[src/hw/rtl/lppe_pkg.sv]
// Shared types and constants of the lidar packet point extractor.
// Used by every module of the block; depends on nothing.
`timescale 1ns / 1ps

package lppe_pkg;

    localparam logic [7:0]  HDR_BYTE      = 8'h54;
    localparam logic [5:0]  START_LO_IDX  = 6'd4;
    localparam logic [5:0]  START_HI_IDX  = 6'd5;
    localparam logic [5:0]  TRIPLE_FIRST  = 6'd6;
    localparam logic [5:0]  TRIPLE_LAST   = 6'd41;
    localparam logic [5:0]  END_LO_IDX    = 6'd42;
    localparam logic [5:0]  END_HI_IDX    = 6'd43;
    localparam logic [5:0]  LAST_BYTE_IDX = 6'd46;

    localparam int          NPOINTS       = 12;
    localparam logic [16:0] FULL_TURN     = 17'd36000;
    localparam logic [4:0]  SPAN_DIV      = 5'd11;
    // ceil(2^24 / 11); exact quotient for every 16-bit span magnitude
    localparam logic [20:0] DIV_RECIP     = 21'd1525202;

    localparam logic [15:0] RST_OFFSET    = 16'd1500;
    localparam logic [15:0] RST_MIN_DIST  = 16'd50;
    localparam logic [15:0] RST_MAX_DIST  = 16'd12000;
    localparam logic [7:0]  RST_MIN_INT   = 8'd1;

    typedef enum logic [1:0] {
        CFG_OFFSET   = 2'd0,
        CFG_MIN_DIST = 2'd1,
        CFG_MAX_DIST = 2'd2,
        CFG_MIN_INT  = 2'd3
    } t_cfg_idx;

    typedef struct packed {
        logic [15:0] offset;
        logic [15:0] min_dist;
        logic [15:0] max_dist;
        logic [7:0]  min_int;
    } t_cfg;

    typedef struct packed {
        logic        bank;
        logic [15:0] first_ang;
        logic [15:0] final_ang;
    } t_job;

    typedef struct packed {
        logic        en;
        logic [4:0]  addr;
        logic [23:0] data;
    } t_pt_wr;

endpackage

[src/hw/rtl/lppe_front.sv]
// Front part: hunts for the header, counts packet bytes, assembles point triples
// into the point buffer and hands a finished packet to the job queue. Uses lppe_pkg.
`timescale 1ns / 1ps

module lppe_front (
    input  logic                 i_clk,
    input  logic                 i_rst_n,
    input  logic                 i_in_valid,
    output logic                 o_in_ready,
    input  logic [7:0]           i_rx_byte,
    input  logic                 i_q_full,
    output logic                 o_push,
    output lppe_pkg::t_job       o_job,
    output lppe_pkg::t_pt_wr     o_wr
);
    import lppe_pkg::*;

    logic [5:0]  r_count;
    logic [1:0]  r_phase;
    logic [3:0]  r_pt;
    logic        r_bank;
    logic [15:0] r_start;
    logic [15:0] r_end;
    logic [7:0]  r_dlo;
    logic [7:0]  r_dhi;
    logic        w_acc;
    logic        w_in_triple;

    assign o_in_ready  = !i_q_full;
    assign w_acc       = i_in_valid && !i_q_full;
    assign w_in_triple = (r_count >= TRIPLE_FIRST) && (r_count <= TRIPLE_LAST);

    assign o_wr.en   = w_acc && w_in_triple && (r_phase == 2'd2);
    assign o_wr.addr = {r_bank, r_pt};
    assign o_wr.data = {i_rx_byte, r_dhi, r_dlo};

    assign o_push          = w_acc && (r_count == LAST_BYTE_IDX);
    assign o_job.bank      = r_bank;
    assign o_job.first_ang = r_start;
    assign o_job.final_ang = r_end;

    always_ff @(posedge i_clk) begin
        if (!i_rst_n) begin
            r_count <= '0;
            r_phase <= '0;
            r_pt    <= '0;
            r_bank  <= 1'b0;
        end else if (w_acc) begin
            if (r_count == '0) begin
                if (i_rx_byte == HDR_BYTE) begin
                    r_count <= 6'd1;
                    r_phase <= '0;
                    r_pt    <= '0;
                end
            end else begin
                if (r_count == LAST_BYTE_IDX) begin
                    r_count <= '0;
                    r_bank  <= !r_bank;
                end else begin
                    r_count <= r_count + 6'd1;
                end
                if (w_in_triple) begin
                    if (r_phase == 2'd2) begin
                        r_phase <= '0;
                        r_pt    <= r_pt + 4'd1;
                    end else begin
                        r_phase <= r_phase + 2'd1;
                    end
                end
            end
        end
    end

    always_ff @(posedge i_clk) begin
        if (w_acc) begin
            if (r_count == START_LO_IDX) r_start[7:0]  <= i_rx_byte;
            if (r_count == START_HI_IDX) r_start[15:8] <= i_rx_byte;
            if (r_count == END_LO_IDX)   r_end[7:0]    <= i_rx_byte;
            if (r_count == END_HI_IDX)   r_end[15:8]   <= i_rx_byte;
            if (w_in_triple && r_phase == 2'd0) r_dlo <= i_rx_byte;
            if (w_in_triple && r_phase == 2'd1) r_dhi <= i_rx_byte;
        end
    end

endmodule

[src/hw/rtl/lppe_job_q.sv]
// Two-entry queue of finished packets between the front and back parts.
// Each entry names its point buffer bank and the two packet angles. Uses lppe_pkg.
`timescale 1ns / 1ps

module lppe_job_q (
    input  logic                 i_clk,
    input  logic                 i_rst_n,
    input  logic                 i_push,
    input  lppe_pkg::t_job       i_job,
    input  logic                 i_pop,
    output lppe_pkg::t_job       o_job,
    output logic                 o_empty,
    output logic                 o_full
);
    import lppe_pkg::*;

    t_job       r_q [2];
    logic       r_wp;
    logic       r_rp;
    logic [1:0] r_cnt;

    assign o_job   = r_q[r_rp];
    assign o_empty = (r_cnt == 2'd0);
    assign o_full  = (r_cnt == 2'd2);

    always_ff @(posedge i_clk) begin
        if (!i_rst_n) begin
            r_wp  <= 1'b0;
            r_rp  <= 1'b0;
            r_cnt <= '0;
        end else begin
            if (i_push) r_wp <= !r_wp;
            if (i_pop)  r_rp <= !r_rp;
            if (i_push && !i_pop) begin
                r_cnt <= r_cnt + 2'd1;
            end else if (i_pop && !i_push) begin
                r_cnt <= r_cnt - 2'd1;
            end
        end
    end

    always_ff @(posedge i_clk) begin
        if (i_push) r_q[r_wp] <= i_job;
    end

endmodule

[src/hw/rtl/lppe_back.sv]
// Back part: holds the two-bank point buffer, steps the interpolated angle point
// by point, filters each point and drives the output word register. Uses lppe_pkg.
`timescale 1ns / 1ps

module lppe_back (
    input  logic                 i_clk,
    input  logic                 i_rst_n,
    input  lppe_pkg::t_cfg       i_cfg,
    input  lppe_pkg::t_pt_wr     i_wr,
    input  lppe_pkg::t_job       i_job,
    input  logic                 i_q_empty,
    output logic                 o_pop,
    output logic                 o_out_valid,
    input  logic                 i_out_ready,
    output logic [15:0]          o_angle_cdeg,
    output logic [15:0]          o_distance_mm,
    output logic [7:0]           o_intensity,
    output logic                 o_last_point
);
    import lppe_pkg::*;

    typedef enum logic [2:0] {
        S_IDLE, S_SPAN, S_MUL, S_QR, S_RED, S_RD, S_EVAL, S_FLUSH
    } t_state;

    t_state       r_state;
    logic [23:0]  r_mem [32];
    logic [23:0]  r_rd_data;
    logic [15:0]  r_mag;
    logic         r_neg;
    logic [36:0]  r_prod;
    logic [12:0]  r_mq;
    logic [3:0]   r_mr;
    logic [3:0]   r_rem;
    logic [16:0]  r_ang;
    logic [3:0]   r_idx;
    logic         r_pend_valid;
    logic [15:0]  r_pend_ang;
    logic [15:0]  r_pend_dist;
    logic [7:0]   r_pend_int;
    logic         r_out_valid;
    logic [15:0]  r_out_ang;
    logic [15:0]  r_out_dist;
    logic [7:0]   r_out_int;
    logic         r_out_last;

    logic signed [17:0] w_diff;
    logic signed [17:0] w_span;
    logic signed [17:0] w_span_neg;
    logic [15:0]  w_mag;
    logic [12:0]  w_mq;
    logic [16:0]  w_mq11;
    logic [16:0]  w_mr_full;
    logic [16:0]  w_ang_red;
    logic [4:0]   w_rsum;
    logic         w_carry;
    logic [4:0]   w_rsub;
    logic [3:0]   w_rem_nx;
    logic [16:0]  w_delta;
    logic [16:0]  w_up;
    logic [16:0]  w_up_red;
    logic [17:0]  w_dn;
    logic [17:0]  w_dn_red;
    logic [16:0]  w_ang_nx;
    logic         w_rd_en;
    logic [15:0]  w_dist;
    logic [7:0]   w_int;
    logic         w_pass;
    logic         w_out_free;
    logic         w_out_load;

    assign w_diff     = $signed({2'b00, i_job.final_ang}) - $signed({2'b00, i_job.first_ang});
    assign w_span     = w_diff[17] ? w_diff + $signed({1'b0, FULL_TURN}) : w_diff;
    assign w_span_neg = -w_span;
    assign w_mag      = w_span[17] ? w_span_neg[15:0] : w_span[15:0];

    assign w_mq      = r_prod[36:24];
    assign w_mq11    = ({4'b0, w_mq} << 3) + ({4'b0, w_mq} << 1) + {4'b0, w_mq};
    assign w_mr_full = {1'b0, r_mag} - w_mq11;
    assign w_ang_red = (r_ang >= FULL_TURN) ? r_ang - FULL_TURN : r_ang;

    assign w_rsum   = {1'b0, r_rem} + {1'b0, r_mr};
    assign w_carry  = (w_rsum >= SPAN_DIV);
    assign w_rsub   = w_rsum - SPAN_DIV;
    assign w_rem_nx = w_carry ? w_rsub[3:0] : w_rsum[3:0];
    assign w_delta  = {4'b0, r_mq} + {16'b0, w_carry};
    assign w_up     = r_ang + w_delta;
    assign w_up_red = (w_up >= FULL_TURN) ? w_up - FULL_TURN : w_up;
    assign w_dn     = {1'b0, r_ang} - {1'b0, w_delta};
    assign w_dn_red = w_dn[17] ? w_dn + {1'b0, FULL_TURN} : w_dn;
    assign w_ang_nx = r_neg ? w_dn_red[16:0] : w_up_red;

    assign w_rd_en    = (r_state == S_RD);
    assign w_dist     = r_rd_data[15:0];
    assign w_int      = r_rd_data[23:16];
    assign w_pass     = (w_dist > i_cfg.min_dist) && (w_dist < i_cfg.max_dist) &&
                        (w_int >= i_cfg.min_int);
    assign w_out_free = !r_out_valid || i_out_ready;
    assign w_out_load = w_out_free && r_pend_valid &&
                        (((r_state == S_EVAL) && w_pass) || (r_state == S_FLUSH));

    assign o_pop = (r_state == S_FLUSH) && (!r_pend_valid || w_out_free);

    assign o_out_valid   = r_out_valid;
    assign o_angle_cdeg  = r_out_ang;
    assign o_distance_mm = r_out_dist;
    assign o_intensity   = r_out_int;
    assign o_last_point  = r_out_last;

    always_ff @(posedge i_clk) begin
        if (i_wr.en) r_mem[i_wr.addr] <= i_wr.data;
        if (w_rd_en) r_rd_data <= r_mem[{i_job.bank, r_idx}];
    end

    always_ff @(posedge i_clk) begin
        if (!i_rst_n) begin
            r_state      <= S_IDLE;
            r_pend_valid <= 1'b0;
            r_out_valid  <= 1'b0;
        end else begin
            if (r_out_valid && i_out_ready && !w_out_load) r_out_valid <= 1'b0;
            unique case (r_state)
                S_IDLE: begin
                    if (!i_q_empty) r_state <= S_SPAN;
                end
                S_SPAN: begin
                    r_mag   <= w_mag;
                    r_neg   <= w_span[17];
                    r_ang   <= {1'b0, i_job.first_ang} + {1'b0, i_cfg.offset};
                    r_rem   <= '0;
                    r_state <= S_MUL;
                end
                S_MUL: begin
                    r_prod  <= r_mag * DIV_RECIP;
                    r_ang   <= w_ang_red;
                    r_state <= S_QR;
                end
                S_QR: begin
                    r_mq    <= w_mq;
                    r_mr    <= w_mr_full[3:0];
                    r_ang   <= w_ang_red;
                    r_state <= S_RED;
                end
                S_RED: begin
                    r_ang   <= w_ang_red;
                    r_idx   <= '0;
                    r_state <= S_RD;
                end
                S_RD: begin
                    r_state <= S_EVAL;
                end
                S_EVAL: begin
                    if (!(w_pass && r_pend_valid && !w_out_free)) begin
                        if (w_pass) begin
                            if (r_pend_valid) begin
                                r_out_valid <= 1'b1;
                                r_out_ang   <= r_pend_ang;
                                r_out_dist  <= r_pend_dist;
                                r_out_int   <= r_pend_int;
                                r_out_last  <= 1'b0;
                            end
                            r_pend_valid <= 1'b1;
                            r_pend_ang   <= r_ang[15:0];
                            r_pend_dist  <= w_dist;
                            r_pend_int   <= w_int;
                        end
                        r_ang <= w_ang_nx;
                        r_rem <= w_rem_nx;
                        if (r_idx == 4'(NPOINTS - 1)) begin
                            r_state <= S_FLUSH;
                        end else begin
                            r_idx   <= r_idx + 4'd1;
                            r_state <= S_RD;
                        end
                    end
                end
                S_FLUSH: begin
                    if (!r_pend_valid) begin
                        r_state <= S_IDLE;
                    end else if (w_out_free) begin
                        r_out_valid  <= 1'b1;
                        r_out_ang    <= r_pend_ang;
                        r_out_dist   <= r_pend_dist;
                        r_out_int    <= r_pend_int;
                        r_out_last   <= 1'b1;
                        r_pend_valid <= 1'b0;
                        r_state      <= S_IDLE;
                    end
                end
                default: r_state <= S_IDLE;
            endcase
        end
    end

endmodule

[src/hw/rtl/lidar_packet_point_extractor_top.sv]
// Top level of the lidar packet point extractor: configuration registers,
// front part, job queue and back part. Uses lppe_pkg and all lppe_ modules.
`timescale 1ns / 1ps

// The block takes one byte word per cycle from the sensor link while input ready
// is high, drops bytes until the header 0x54 and gathers 47-byte packets; each
// packet yields up to twelve filtered point words, the last one flagged. Packet
// points go to one of two buffer banks, so a new packet is taken while the
// previous one is still being turned into points. The back part runs its setup
// once per packet and then, per point, one buffer read and one filter and angle
// step, which a stalled output can hold. Input ready falls only while both banks
// hold packets still awaiting their points. No clearing pass follows reset.
module lidar_packet_point_extractor_top (
    input  logic        i_clk,
    input  logic        i_rst_n,
    input  logic        i_cfg_we,
    input  logic [1:0]  i_cfg_index,
    input  logic [15:0] i_cfg_data,
    input  logic        i_in_valid,
    output logic        o_in_ready,
    input  logic [7:0]  i_rx_byte,
    output logic        o_out_valid,
    input  logic        i_out_ready,
    output logic [15:0] o_angle_cdeg,
    output logic [15:0] o_distance_mm,
    output logic [7:0]  o_intensity,
    output logic        o_last_point
);
    import lppe_pkg::*;

    t_cfg   r_cfg;
    t_job   w_front_job;
    t_job   w_head_job;
    t_pt_wr w_wr;
    logic   w_push;
    logic   w_pop;
    logic   w_q_empty;
    logic   w_q_full;

    always_ff @(posedge i_clk) begin
        if (!i_rst_n) begin
            r_cfg.offset   <= RST_OFFSET;
            r_cfg.min_dist <= RST_MIN_DIST;
            r_cfg.max_dist <= RST_MAX_DIST;
            r_cfg.min_int  <= RST_MIN_INT;
        end else if (i_cfg_we) begin
            unique case (t_cfg_idx'(i_cfg_index))
                CFG_OFFSET:   r_cfg.offset   <= i_cfg_data;
                CFG_MIN_DIST: r_cfg.min_dist <= i_cfg_data;
                CFG_MAX_DIST: r_cfg.max_dist <= i_cfg_data;
                CFG_MIN_INT:  r_cfg.min_int  <= i_cfg_data[7:0];
            endcase
        end
    end

    lppe_front u_front (
        .i_clk      (i_clk),
        .i_rst_n    (i_rst_n),
        .i_in_valid (i_in_valid),
        .o_in_ready (o_in_ready),
        .i_rx_byte  (i_rx_byte),
        .i_q_full   (w_q_full),
        .o_push     (w_push),
        .o_job      (w_front_job),
        .o_wr       (w_wr)
    );

    lppe_job_q u_job_q (
        .i_clk   (i_clk),
        .i_rst_n (i_rst_n),
        .i_push  (w_push),
        .i_job   (w_front_job),
        .i_pop   (w_pop),
        .o_job   (w_head_job),
        .o_empty (w_q_empty),
        .o_full  (w_q_full)
    );

    lppe_back u_back (
        .i_clk         (i_clk),
        .i_rst_n       (i_rst_n),
        .i_cfg         (r_cfg),
        .i_wr          (w_wr),
        .i_job         (w_head_job),
        .i_q_empty     (w_q_empty),
        .o_pop         (w_pop),
        .o_out_valid   (o_out_valid),
        .i_out_ready   (i_out_ready),
        .o_angle_cdeg  (o_angle_cdeg),
        .o_distance_mm (o_distance_mm),
        .o_intensity   (o_intensity),
        .o_last_point  (o_last_point)
    );

`ifndef SYNTHESIS
    a_no_push_when_full: assert property (@(posedge i_clk) disable iff (!i_rst_n)
        w_push |-> !w_q_full)
        else $error("packet pushed into a full job queue");

    a_no_pop_when_empty: assert property (@(posedge i_clk) disable iff (!i_rst_n)
        w_pop |-> !w_q_empty)
        else $error("job popped from an empty queue");

    a_push_fills_queue: assert property (@(posedge i_clk) disable iff (!i_rst_n)
        w_push |=> !w_q_empty)
        else $error("job queue empty after a push");

    a_angle_wrapped: assert property (@(posedge i_clk) disable iff (!i_rst_n)
        o_out_valid |-> (o_angle_cdeg < FULL_TURN[15:0]))
        else $error("output angle not wrapped into one turn");
`endif

endmodule

[config.mk]
export PLATFORM = sky130hd
export DESIGN_NAME = lidar_packet_point_extractor_top
export DESIGN_NICKNAME = d
export VERILOG_FILES = /design/src/hw/rtl/lppe_pkg.sv /design/src/hw/rtl/lppe_front.sv /design/src/hw/rtl/lppe_job_q.sv /design/src/hw/rtl/lppe_back.sv /design/src/hw/rtl/lidar_packet_point_extractor_top.sv
export SDC_FILE = /design/constraint.sdc
export NUM_CORES = 2
export LEC_CHECK = 0
export ABC_AREA = 1
export ABC_CLOCK_PERIOD_IN_PS = 5700
export BUFFER_PORTS_ARGS = -buffer_cell sky130_fd_sc_hd__clkbuf_2
export CAP_MARGIN = 20
export CORE_MARGIN = 2
export CORE_UTILIZATION = 45
export DETAILED_ROUTE_END_ITERATION = 10
export PLACE_DENSITY = 0.64
export SYNTH_ARGS = -nofsm -noshare
export SYNTH_HDL_FRONTEND = slang
export SYNTH_HIERARCHICAL = 1
export SYNTH_SLANG_ARGS = --single-unit
[constraint.sdc]
create_clock -name i_clk -period 5.7 [get_ports i_clk]
set_input_delay 0.285 -clock i_clk [delete_from_list [all_inputs] [get_ports i_clk]]
set_output_delay 0.285 -clock i_clk [all_outputs]
set_load 0.01 [all_outputs]
======== Word-level counts from Yosys, hierarchy flattened ========
Memories as Yosys holds them, arrays and structs flattened. A register that Yosys moved wholly into a read port is not among the register bits.
Cells that the tools add are included.
operators by class
  $add $sub $neg .......................... 21
  multiply operators ...................... 1
  divide/modulo/power cells ............... 0
  order comparisons ....................... 8
  eq/ne operators ......................... 30
  shift operators ......................... 0
  multiplexer cells ....................... 75
  bitwise gates (word level) .............. 2
  reduce and logical (&&, ||, !) cells .... 69
operator list
  operator                                                number
  two-way mux 16 bit                                      11
  two-way mux 17 bit                                      5
  one-hot mux 16 bit (2 select lines)                     2
  one-hot mux 17 bit (3 select lines)                     1
  two-way mux 8 bit                                       5
  multiplier 16 x 20 -> 36 bit (second input constant)    1
  >= comparator 17 x 16 -> 1 bit (second input constant)  2
  subtractor 17 x 16 -> 17 bit (second input constant)    2
  two-way mux 4 bit                                       8
  AND reduction 2 bit                                     14
  one-hot mux 3 bit (8 select lines)                      1
  two-way mux 1 bit                                       21
  logical AND 1 bit                                       19
  adder 18 x 17 -> 18 bit (second input constant)         1
  == test 6 bit (second input constant)                   3
  two-way mux 18 bit                                      1
  two-way mux 6 bit                                       3
  subtractor 17 x 14 -> 18 bit                            1
  adder 16 x 16 -> 17 bit                                 1
  adder 17 x 16 -> 17 bit (second input constant)         1
  adder 17 bit                                            1
  subtractor 16 x 16 -> 17 bit                            1
  greater-than comparator 16 bit                          1
  less-than comparator 16 bit                             1
  42 further kinds                                        99
word-level totals
  register bits ........................... 302
  latch bits .............................. 0
  memory bits (writable) .................. 834
  bits in read-only memories .............. 0
  input port bits ......................... 31
  output and inout port bits .............. 43
  word-level logic and storage cells ...... 243
  memories kept ........................... 2
memories
  name          words  bits a word  read ports  clocked after memory_dff  write ports  RTL line          source
  u_back.r_mem  32     24           1           1                         1            lppe_back.sv:27   logic [23:0] r_mem [32];
  u_job_q.r_q   2      33           1           1                         1            lppe_job_q.sv:17  t_job r_q [2];

======== Longest topological paths before layout ========
  depth after elaboration ................. 13
  gate-level depth with buffers ........... 41
  mapped depth without buffers ............ 40

======== Cells and area by module ========
Netlist, hierarchy kept.
modules (own cells, without submodules)
  module                            times used  cells each  area each (um2)
  lppe_back                         1           4389        47857.1
  lppe_job_q                        1           138         2765.2
  lppe_front                        1           208         2518.7
  lidar_packet_point_extractor_top  1           328         2317.2

======== Least setup slack after synthesis ========
No wires, ideal clock.
  path type ............................... register to register
  start ................................... register u_back.r_rd_data[1] (read register of u_back.r_mem)
  end ..................................... register u_back.r_pend_ang[0] (enable)
  library setup time ...................... 0.537 ns
  data arrival time ....................... 5.250 ns
  path slack .............................. -0.087 ns
  cell stages (with the launch flop) ...... 12
  buffers on the path ..................... 0
  clock period less this slack ............ 5.787 ns
  path through ............................ edfxtp_1 ha_1 inv_1 nor2_1 nor2_1 o21ai_0 a21oi_1 o21ai_0 nand3_1 nor2_1 inv_1 nor4_1
on the way
  longest elaborated chain between the ends .. 7
RTL lines
  item                                                                           RTL line          source
  from (decl)                                                                    lppe_back.sv:28   logic [23:0] r_rd_data;
  greater-than comparator 16 bit or less-than comparator 16 bit (tied branches)  lppe_back.sv:96   assign w_pass = (w_dist > i_cfg.min_dist) && (w_dist < i_cfg.max_dist) &&
  logical AND 1 bit (*) (2 in a row)                                             lppe_back.sv:96
  logical AND 1 bit (2 in a row)                                                 lppe_back.sv:153  if (!(w_pass && r_pend_valid && !w_out_free)) begin
  inverter 1 bit (no source line)                                                n/a
  AND reduction 4 bit (no source line) (*)                                       n/a
  to (signal assigned)                                                           lppe_back.sv:163  r_pend_ang <= r_ang[15:0];
  to (decl)                                                                      lppe_back.sv:38   logic [15:0] r_pend_ang;
Every way passes the cells marked *; elsewhere a longest branch is shown, timed or not.
A chain may end at the register's enable or synchronous reset.

======== Worst setup path after layout ========
  start ................................... register u_back.r_rem[0]
  end ..................................... register u_back.r_ang[8] (data pin)
on the way
  longest elaborated chain between the ends .. 9
RTL lines
  item                                                          RTL line                          source
  from (decl)                                                   lppe_back.sv:34                   logic [3:0] r_rem;
  from (signal assigned)                                        lppe_back.sv:168                  r_rem <= w_rem_nx;
  adder 4 x 4 -> 5 bit (*)                                      lppe_back.sv:82                   assign w_rsum = {1'b0, r_rem} + {1'b0, r_mr};
  >= comparator 5 x 4 -> 1 bit (*)                              lppe_back.sv:83                   assign w_carry = (w_rsum >= SPAN_DIV);
  adder 13 x 1 -> 14 bit (*)                                    lppe_back.sv:86                   assign w_delta = {4'b0, r_mq} + {16'b0, w_carry};
  adder 17 bit or subtractor 17 x 14 -> 18 bit (tied branches)  lppe_back.sv:87, lppe_back.sv:89
  subtractor 17 x 16 -> 17 bit (tied with other cells)          lppe_back.sv:88                   assign w_up_red = (w_up >= FULL_TURN) ? w_up - FULL_TURN : w_up;
  two-way mux 17 bit (on tied branches)                         lppe_back.sv:88, lppe_back.sv:90
  two-way mux 17 bit (*)                                        lppe_back.sv:91                   assign w_ang_nx = r_neg ? w_dn_red[16:0] : w_up_red;
  two-way mux 17 bit (*)                                        lppe_back.sv:153
  one-hot mux 17 bit (3 select lines) (*)                       lppe_back.sv:122                  unique case (r_state)
  to (signal assigned)                                          lppe_back.sv:129                  r_ang <= {1'b0, i_job.first_ang} + {1'b0, i_cfg.offset};
  to (signal assigned)                                          lppe_back.sv:135                  r_ang <= w_ang_red;
  to (signal assigned)                                          lppe_back.sv:167                  r_ang <= w_ang_nx;
  to (decl)                                                     lppe_back.sv:35                   logic [16:0] r_ang;
Every way passes the cells marked *; elsewhere a longest branch is shown, timed or not. The select of a mux whose other input is x is not followed.

==> impl_metrics.yaml <==
run_status:
  status: "complete, no violations"
detailed_routing:
  ant_nets: 0
  viasPerCell: 5.54
  drc_errors: 0
  wl_per_cell_um: 21.7
  wl_um: 149000
  via_count: 38000
  drt-initial-drc-count: 4149
  dr.pass1.iters: 6
setup_path:
  critPathArrivalTime_ns: 5.95
  crit_start: "u_back/r_rem[0]"
  r2r_start: "u_back/r_rem[0]"
  required_ns: 6.17
  cp-start-kind: "register"
  slowest_stage: "fa_2"
  crit_fanout: 8
  slowest_delay_ns: 0.42
  endpoint_kind: "register"
  crit_top_cell: "nand2_1"
  path_class: "register to register"
layout:
  fillerInstances: 10600
  fin_area_um2: 62300
  drive_gt1_share_pct: 10.3
  areaGrowthSynthToFinish_pct: 12.4
  final_nets: 5525
die:
  die_y_um: 355
  core_area_um2: 122000
  die_area_um2: 126000
  io_pins: 74
  start_util_pct: 45.4
  rows: 128
  fp.dieW_um: 355
sta:
  max_freq_ghz: 0.182
  worst_pin_slew_ns: 1.17
  drv_slew: 0
  relSlewSlack_pct: 21.9
  setup_viol: 0
  period_share_pct: 96.2
  clock_skew_ns: 0.0717
  period_minus_slack_ns: 5.48
  holdWs_ns: 0.0352
  hold_viol: 0
  tns_ns: 0
grt:
  grt_pass1_vias: 36000
  grt_overflow_total: 0
  grt_start_max_net_pins: 154
  grt_util_met2_pct: 36.4
  antenna_found_initial: 8
  gr-usage-met3_pct: 3.72
  top_usage_layer: "met2"
  use_met1_pct: 33.2
  grtUsageTotal_pct: 23.2
  grt_pass1_wl_um: 222000
synthesis:
  async_flop_share_pct: 0
  synth_nets: 5446
  synth_commonest_cells: "edfxtp_1, nand2_1, nor2_1"
  ys_seq_area_share_pct: 60.2
  yosys.cell_types.count: 60
  synth_largest_area_cell: "edfxtp_1"
  syn_area_um2: 55500
  synth_edf_count: 1059
  synthesis.instances: 5063
  ys_seq_elements: 1138
  synth_area_leaders: "edfxtp_1, ha_1, nand2_1"
  synth_ff_type: "edfxtp_1"
  synthDominantCellAreaShare_pct: 57.3
  post-synth-top-count-cell: "edfxtp_1"
  yosys_warnings: 6
  avgSynthCellArea_um2: 11.0
cts:
  clock_latency_ns: 0.74
  numClockSinks: 1138
  clk_pin_slew_ns: 0.06
  root_buffer: "clkbuf_16"
  cts_buffers: 114
  htreeDepth: 3
  cts_buffer_depth: 3
  cts_tree: "yes"
placement:
  hpwl_um: 93200
  io_buffer_count: 73
  place.gp.congestion: 0.941
  place_area_um2: 57700
worst_hold_path:
  hp-class: "input port to register"
  hp-start: "i_cfg_index[0]"
pwr:
  ir_drop_uv: 306
  p_leak_nw: 23.6
  p_total_w: 0.0200
  pwr_density_cell_nw_per_um2: 320
run:
  drv_cap: 0
## cells in the final DEF (no fill, tap or decap), drive strengths merged, types with 23 or more instances in the layout
master  instances
mux2           33
nand4          33
nor2          722
buf            88
dfxtp          79
ha            251
a21oi         175
edfxtp       1059
nand3         200
xnor2          23
clkinv         53
nand2         741
o22ai         230
fa            101
xor2           54
o21ai         535
inv           484
nor3           28
clkbuf        214
## timing repair
| action | CTS | global route |
|---|---|---|
| hold buffers | 16 | 0 |
| resized for setup | 2 | 47 |
| setup endpoints to repair | 1 | 13 |
| buffers inserted | 0 | 15 |
| endpoints found under the hold margin | 55 | 0 |
| pin swaps | 0 | 15 |
## critical path, delay by kind of cell, from the launching register on
family | cells | cell delay [ns]
buffers and inverters | 5 | 0.56
DFF | 1 | 0.37
AOI/OAI and AO/OA | 4 | 0.58
xor gates and xnor gates | 3 | 0.59
and+or+nand+nor | 14 | 1.51
adders and majority gates | 6 | 1.61
## through the flow
stage	setup slack, ns	util [%]	std cells
finish	0.217	51.1	6866
global route	-0.0770	51.1	6866
CTS	0.0197	50.6	6839
detailed placement	-0.0139	47.3	6609
global placement	0.0690	47.2	6607
floorplan	0.462	-	5063
## cell families after synthesis
family,share of synthesized area (%)
XOR/XNOR,1.25
multiplexers,0.873
buffers and inverters,5.19
AO/OA/AOI/OAI,9.98
AND/OR/NAND/NOR,13.2
flip-flops,60.2
adder cells (fa/ha/maj),9.31
## layer usage
metal	vias to the layer above	part of all wire, %
met5	-	0
met4	0	2.7
met3	219	7.6
met2	1404	46
met1	18600	44
li1	17800	-
## where the power goes
part / internal [W] / switching (W) / total, W
Clock: 0.00445 / 0.00329 / 0.00774
Sequential: 0.00916 / 0.0000551 / 0.00921
Combinational: 0.00110 / 0.00192 / 0.00302
Total: 0.0147 / 0.00526 / 0.0200
## path summary, 6_finish.rpt
kind,cells past startpoint,endpoint,slack [ns]
hold / removal,3,r_cfg[0],0.04
hold reg to reg,0,u_job_q/r_q[0][1],0.41
setup reg to reg,32,u_back/r_ang[8],0.22
setup / recovery,32,u_back/r_ang[8],0.22
## final cells by class
cell class | count | area (um2) | share of cell area [%]
Clock inverter | 73 | 890 | 1.43
Antenna cell | 1 | 2.50 | 0.00401
Tap cell | 1625 | 2030 | 3.26
Inverter | 486 | 1840 | 2.95
Clock buffer | 141 | 3010 | 4.82
Sequential cell | 1138 | 33400 | 53.6
Timing Repair Buffer | 177 | 1480 | 2.37
Multi-Input combinational cell | 3225 | 19700 | 31.6
## state kept, by name, summed over array words and instances, names as in the netlist, 6 cells and up, named ones only
signal                flops
u_back/r_rd_data         24
u_back/o_distance_mm     16
u_back/o_intensity        8
u_back/r_mem            768
u_back/r_pend_ang        16
u_front/r_dlo             8
r_cfg                    56
u_front/r_dhi             8
u_back/r_pend_int         8
u_back/r_ang             17
u_job_q/r_q              66
u_back/r_pend_dist       16
u_back/r_mag             16
u_front/r_count           6
u_front/r_end            16
u_back/o_angle_cdeg      16
u_back/r_mq              13
u_front/r_start          16
u_back/r_prod            13
Note: power is estimated with default switching activity, not from simulation.
